$ cat src/hdl/tcea_pkg.sv
// Shared constants and types of the text console block.
// No dependencies; used by the parser, the top level and the checker.
package tcea_pkg;

  localparam int COLUMNS_DEF = 80;
  localparam int ROWS_DEF    = 25;

  localparam logic [7:0] ATTR_NORMAL = 8'h07;
  localparam logic [7:0] ATTR_BRIGHT = 8'h0f;

  localparam logic [7:0] CH_ESC    = 8'h1b;
  localparam logic [7:0] CH_LBRACK = 8'h5b;
  localparam logic [7:0] CH_M      = 8'h6d;
  localparam logic [7:0] CH_NL     = 8'h0a;
  localparam logic [7:0] CH_CR     = 8'h0d;
  localparam logic [7:0] CH_TAB    = 8'h09;
  localparam logic [7:0] CH_ZERO   = 8'h30;
  localparam logic [7:0] CH_NINE   = 8'h39;

  // What a put transfer asks the sequencer to do.
  typedef enum logic [2:0] {
    ACT_NONE    = 3'd0,
    ACT_PRINT   = 3'd1,
    ACT_NEWLINE = 3'd2,
    ACT_HOME    = 3'd3,
    ACT_TAB     = 3'd4
  } act_t;

  typedef struct packed {
    act_t       act;
    logic [7:0] attr;
  } parse_t;

endpackage

$ cat src/hdl/tcea_esc.sv
// Escape sequence parser: tracks ESC [ digits m and decodes each put byte.
// Depends on tcea_pkg.
module tcea_esc
  import tcea_pkg::*;
(
  input  logic       clk,
  input  logic       rst_n,
  input  logic       put_en,
  input  logic [7:0] char_code,
  output parse_t     dec
);

  typedef enum logic [2:0] {
    PH_IDLE = 3'b001,
    PH_ESC  = 3'b010,
    PH_CSI  = 3'b100
  } phase_t;

  phase_t phase_r, phase_nxt;
  logic   nz_r, nz_nxt;
  logic   bright_r, bright_nxt;
  logic   plain;

  always_comb begin
    phase_nxt  = phase_r;
    nz_nxt     = nz_r;
    bright_nxt = bright_r;
    plain      = 1'b0;
    dec.act    = ACT_NONE;
    dec.attr   = bright_r ? ATTR_BRIGHT : ATTR_NORMAL;

    case (phase_r)
      PH_ESC: begin
        if (char_code == CH_LBRACK) begin
          phase_nxt = PH_CSI;
        end else begin
          phase_nxt = PH_IDLE;
          plain     = 1'b1;
        end
      end
      PH_CSI: begin
        if (char_code >= CH_ZERO && char_code <= CH_NINE) begin
          if (char_code != CH_ZERO) begin
            nz_nxt = 1'b1;
          end
        end else if (char_code == CH_M) begin
          bright_nxt = nz_r;
          phase_nxt  = PH_IDLE;
        end else begin
          phase_nxt = PH_IDLE;
          plain     = 1'b1;
        end
      end
      default: begin
        phase_nxt = PH_IDLE;
        plain     = 1'b1;
      end
    endcase

    // A byte outside a sequence, or one that breaks a sequence off, is handled as an ordinary byte.
    if (plain) begin
      if (char_code == CH_NL) begin
        dec.act = ACT_NEWLINE;
      end else if (char_code == CH_CR) begin
        dec.act = ACT_HOME;
      end else if (char_code == CH_TAB) begin
        dec.act = ACT_TAB;
      end else if (char_code == CH_ESC) begin
        phase_nxt = PH_ESC;
        nz_nxt    = 1'b0;
      end else begin
        dec.act = ACT_PRINT;
      end
    end
  end

  always_ff @(posedge clk) begin
    if (!rst_n) begin
      phase_r  <= PH_IDLE;
      nz_r     <= 1'b0;
      bright_r <= 1'b0;
    end else if (put_en) begin
      phase_r  <= phase_nxt;
      nz_r     <= nz_nxt;
      bright_r <= bright_nxt;
    end
  end

endmodule

$ cat config.mk
export PLATFORM = sky130hd
export DESIGN_NAME = tcea_esc
export DESIGN_NICKNAME = d
export VERILOG_FILES = /design/src/hdl/tcea_pkg.sv /design/src/hdl/tcea_esc.sv
export SDC_FILE = /design/constraint.sdc
export NUM_CORES = 1
export LEC_CHECK = 0
export ABC_AREA = 1
export BUFFER_PORTS_ARGS = -buffer_cell sky130_fd_sc_hd__buf_2
export CAP_MARGIN = 5
export CORE_AREA = 8 8 46 48
export DETAILED_ROUTE_END_ITERATION = 10
export DIE_AREA = 0 0 54 56
export RECOVER_POWER = 100
export SLEW_MARGIN = 20
export SYNTH_ARGS = -nofsm -noshare
export SYNTH_HDL_FRONTEND = slang
export SYNTH_SLANG_ARGS = --single-unit
$ cat constraint.sdc
create_clock -name clk -period 1.5 [get_ports clk]
set_clock_uncertainty 0.15 [all_clocks]
set_input_delay 0.15 -clock clk [delete_from_list [all_inputs] [get_ports clk]]
set_output_delay 0.15 -clock clk [all_outputs]
set_load 0.01 [all_outputs]
==> results.toml <==
[finish]
drive_above_1_share_pct = 32.69
diodes = 0
synthToLayoutAreaGrowth_pct = 17.94
fin_nets = 116
fin_cells = 120

[place]
place_ws_ps = 104.3
placed_cells = 114
gp_congestion = 0.7663
dpl.hpwl_um = 1001
io_buffers = 14

[logic_synthesis]
synth_xor_xnor_area_share_pct = 0
yosysTopAreaCell = "dfxtp_1"
synth_area_leaders = "dfxtp_1, nand2_1, buf_4"
synth_adder_area_share_pct = 0
netlist-cell-type-count = 18
ys_seq_area_share_pct = 19.14
yosysWarningCount = 0
synth-simple-area-share_pct = 47.13
syn_area_per_cell_um2 = 6.012
synth-compound-area-share_pct = 10.77
synth-seq-cells = 5
syn_inst = 87
synth_top_area_share_pct = 19.14
synth_top_family_by_area = "simple AND/OR/NAND/NOR gates"
syn_area_um2 = 523.0
synth_mux_area_share_pct = 0

[power]
switching_power_mw = 0.09958
p_int_mw = 0.2560
switching_share_pct = 28.01
p_comb_share_pct = 18.8
power_frac_seq_pct = 38.4
power_density_nw_per_um2 = 576.4
p_total_mw = 0.3555
p_leak_nw = 0.3141
ir_drop_uv = 429.0
clkPwrFrac_pct = 42.8

[critical_path]
reg2reg_to = "bright_r$_SDFFE_PN0P_"
required_ps = 1200
start_kind = "flip-flop"
path_max_fanout = 2
reg2reg_setup_slack_ps = 160
r2r_start = "phase_r[1]$_SDFFE_PN0P_"
arrival_ps = 1270
endpoint_kind = "output port"
path_class = "reg2out"
reg2regPathDepth = 10

[sta]
fin_ws_ps = -74.54
setup_viol = 1
fmax_ghz = 0.6351
slew_violations = 0
rsz0062_at_grt = "yes"
period_share_pct = 105.0
hold_viol = 0
layout_min_cycle_time_ps = 1575

[routing]
drt_iter0_markers = 8
drt-wirelength-per-cell_um = 9.867
antenna_left = 0
firstDrtPassIters = 4
vias_per_cell = 4.417
routed_wl_um = 1184
route.detailed.drc = 0
num_vias = 530

[floorplanning]
ios = 22
die_h_um = 56
die_x_um = 54
start_util_pct = 36.41
rows = 14
die_area_um2 = 3024
core_um2 = 1436

[worst_hold_path]
min_path_cells = 3
min-delay-start = "rst_n"
hold_class = "in2reg"
holdPathEnd = "bright_r$_SDFFE_PN0P_"

[clocking]
insertion_delay_ps = 240
root_buffer = "clkbuf_4"
clkTransAtPathRegs_ps = 40
clock_path_buffers = 2
cts_htree_levels = 1
cts_buffers = 3
cts_hold_buf = 0
cts_sinks = 5
cts_tree = "yes"

[global_routing]
grt-ovfl-total = 0
grt-busiest-layer = "met2"
groute.usage.overall_pct = 8.742
grt_pass1_vias = 527
grt_max_degree = 7
use_met1_pct = 10.30
grtUsageMet3_pct = 3.743
grt_pass1_wl_um = 2118
globalRouteMet2Util_pct = 13.93
antenna_found_initial = 0

[outcome]
outcome = "complete, but fails checks"
violations = "negative setup slack"

[job]
cap_viol_max_count = 0
==> repair_timing <==
item                       CTS  global route
resized for setup            5             1
pin swaps                    1             2
setup buffers                1             1
setup endpoints to repair    1             1
hold endpoints to repair     0             0
==> worst max-delay path, stage by stage, from the launching register on <==
cell and delay, ps:
dfxtp_2 310, inv_2 50, nand2_2 60, nor2_4 120, inv_2 50, a21oi_2 120, nand2_1 80, a21oi_2 110
buf_2 140
==> flip-flops by register name, indices dropped and copies added, names as in the netlist <==
name and count:
bright_r 1, nz_r 1, phase_r 3
==> per-stage QoR <==
| step | area, µm² | hold WS (ps) | utilization [%] | setup TNS, ps |
|---|---|---|---|---|
| 5_1_grt | 616.8 | 11.40 | 42.94 | -154.5 |
| 2_1_floorplan | 541.8 | 120.7 | - | 0 |
| 3_5_place_dp | 571.8 | 261.0 | 39.81 | 0 |
| 4_1_cts | 610.6 | 9.110 | 42.51 | -112.6 |
| 3_3_place_gp | 571.8 | 258.8 | 39.81 | 0 |
| 6_report | 616.8 | 14.57 | 42.94 | -74.54 |
==> power by group through the flow <==
stage               registers (mW)  logic, mW  clock network, mW
floorplan                    0.139     0.0533                  0
global placement             0.139     0.0658                  0
detailed placement           0.139     0.0670                  0
CTS                          0.136     0.0672              0.160
global route                 0.136     0.0774              0.173
finish                       0.137     0.0670              0.152
==> cell type report <==
class                   instances  area [µm²]
repair buffers                 16       82.58
well taps                      16       20.02
multi-input cells              65       332.8
fillers                       171       819.5
inverters                      14       52.55
clock buffers                   4       26.28
flip-flops and latches          5       102.6
==> Yosys cell counts, drive strengths merged <==
master	count
o21ai	2
a21oi	7
inv	14
buf	8
nand4	1
nor2	12
dfxtp	5
conb	2
nand2	24
nand3	8
nor3	4
==> placed cells by master, fill, tap and decap left out, types with 3 or more instances in the layout <==
master	Yosys	final
a21oi_1	4	3
a21oi_2	3	4
buf_2	0	11
clkbuf_1	0	3
clkbuf_4	0	3
conb_1	2	7
dfxtp_1	5	3
inv_1	14	12
nand2_1	22	21
nand2_2	2	3
nand3_1	6	6
nor2_1	7	8
nor3_1	4	4
==> cell families (layout without fill, tap and decap cells) <==
family	count (synthesis)	after routing
AO/OA/AOI/OAI	9	9
buffers and inverters	22	34
flip-flops	5	5
other	2	7
AND/OR/NAND/NOR	49	49
==> worst max-delay path by stage <==
stage / start / end / slack, ps / depth (start not counted)
after floorplan: phase_r[1]$_SDFFE_PN0P_ / dec[8] / 210 / 7
after global placement: phase_r[2]$_SDFFE_PN0P_ / dec[8] / 110 / 7
after detailed placement: phase_r[1]$_SDFFE_PN0P_ / dec[8] / 100 / 8
after CTS: phase_r[1]$_SDFFE_PN0P_ / dec[8] / -110 / 8
after global routing: phase_r[1]$_SDFFE_PN0P_ / dec[8] / -150 / 8
final: phase_r[1]$_SDFFE_PN0P_ / dec[8] / -70 / 8
==> per-layer routing <==
metal	wire length (µm)	vias up	share of wire, %
met3	77	0	6.5
met1	530	223	45
met2	576	18	49
li1	-	289	-
met4	0	0	0
met5	0	-	0
Note: power is estimated with default switching activity, not from simulation.
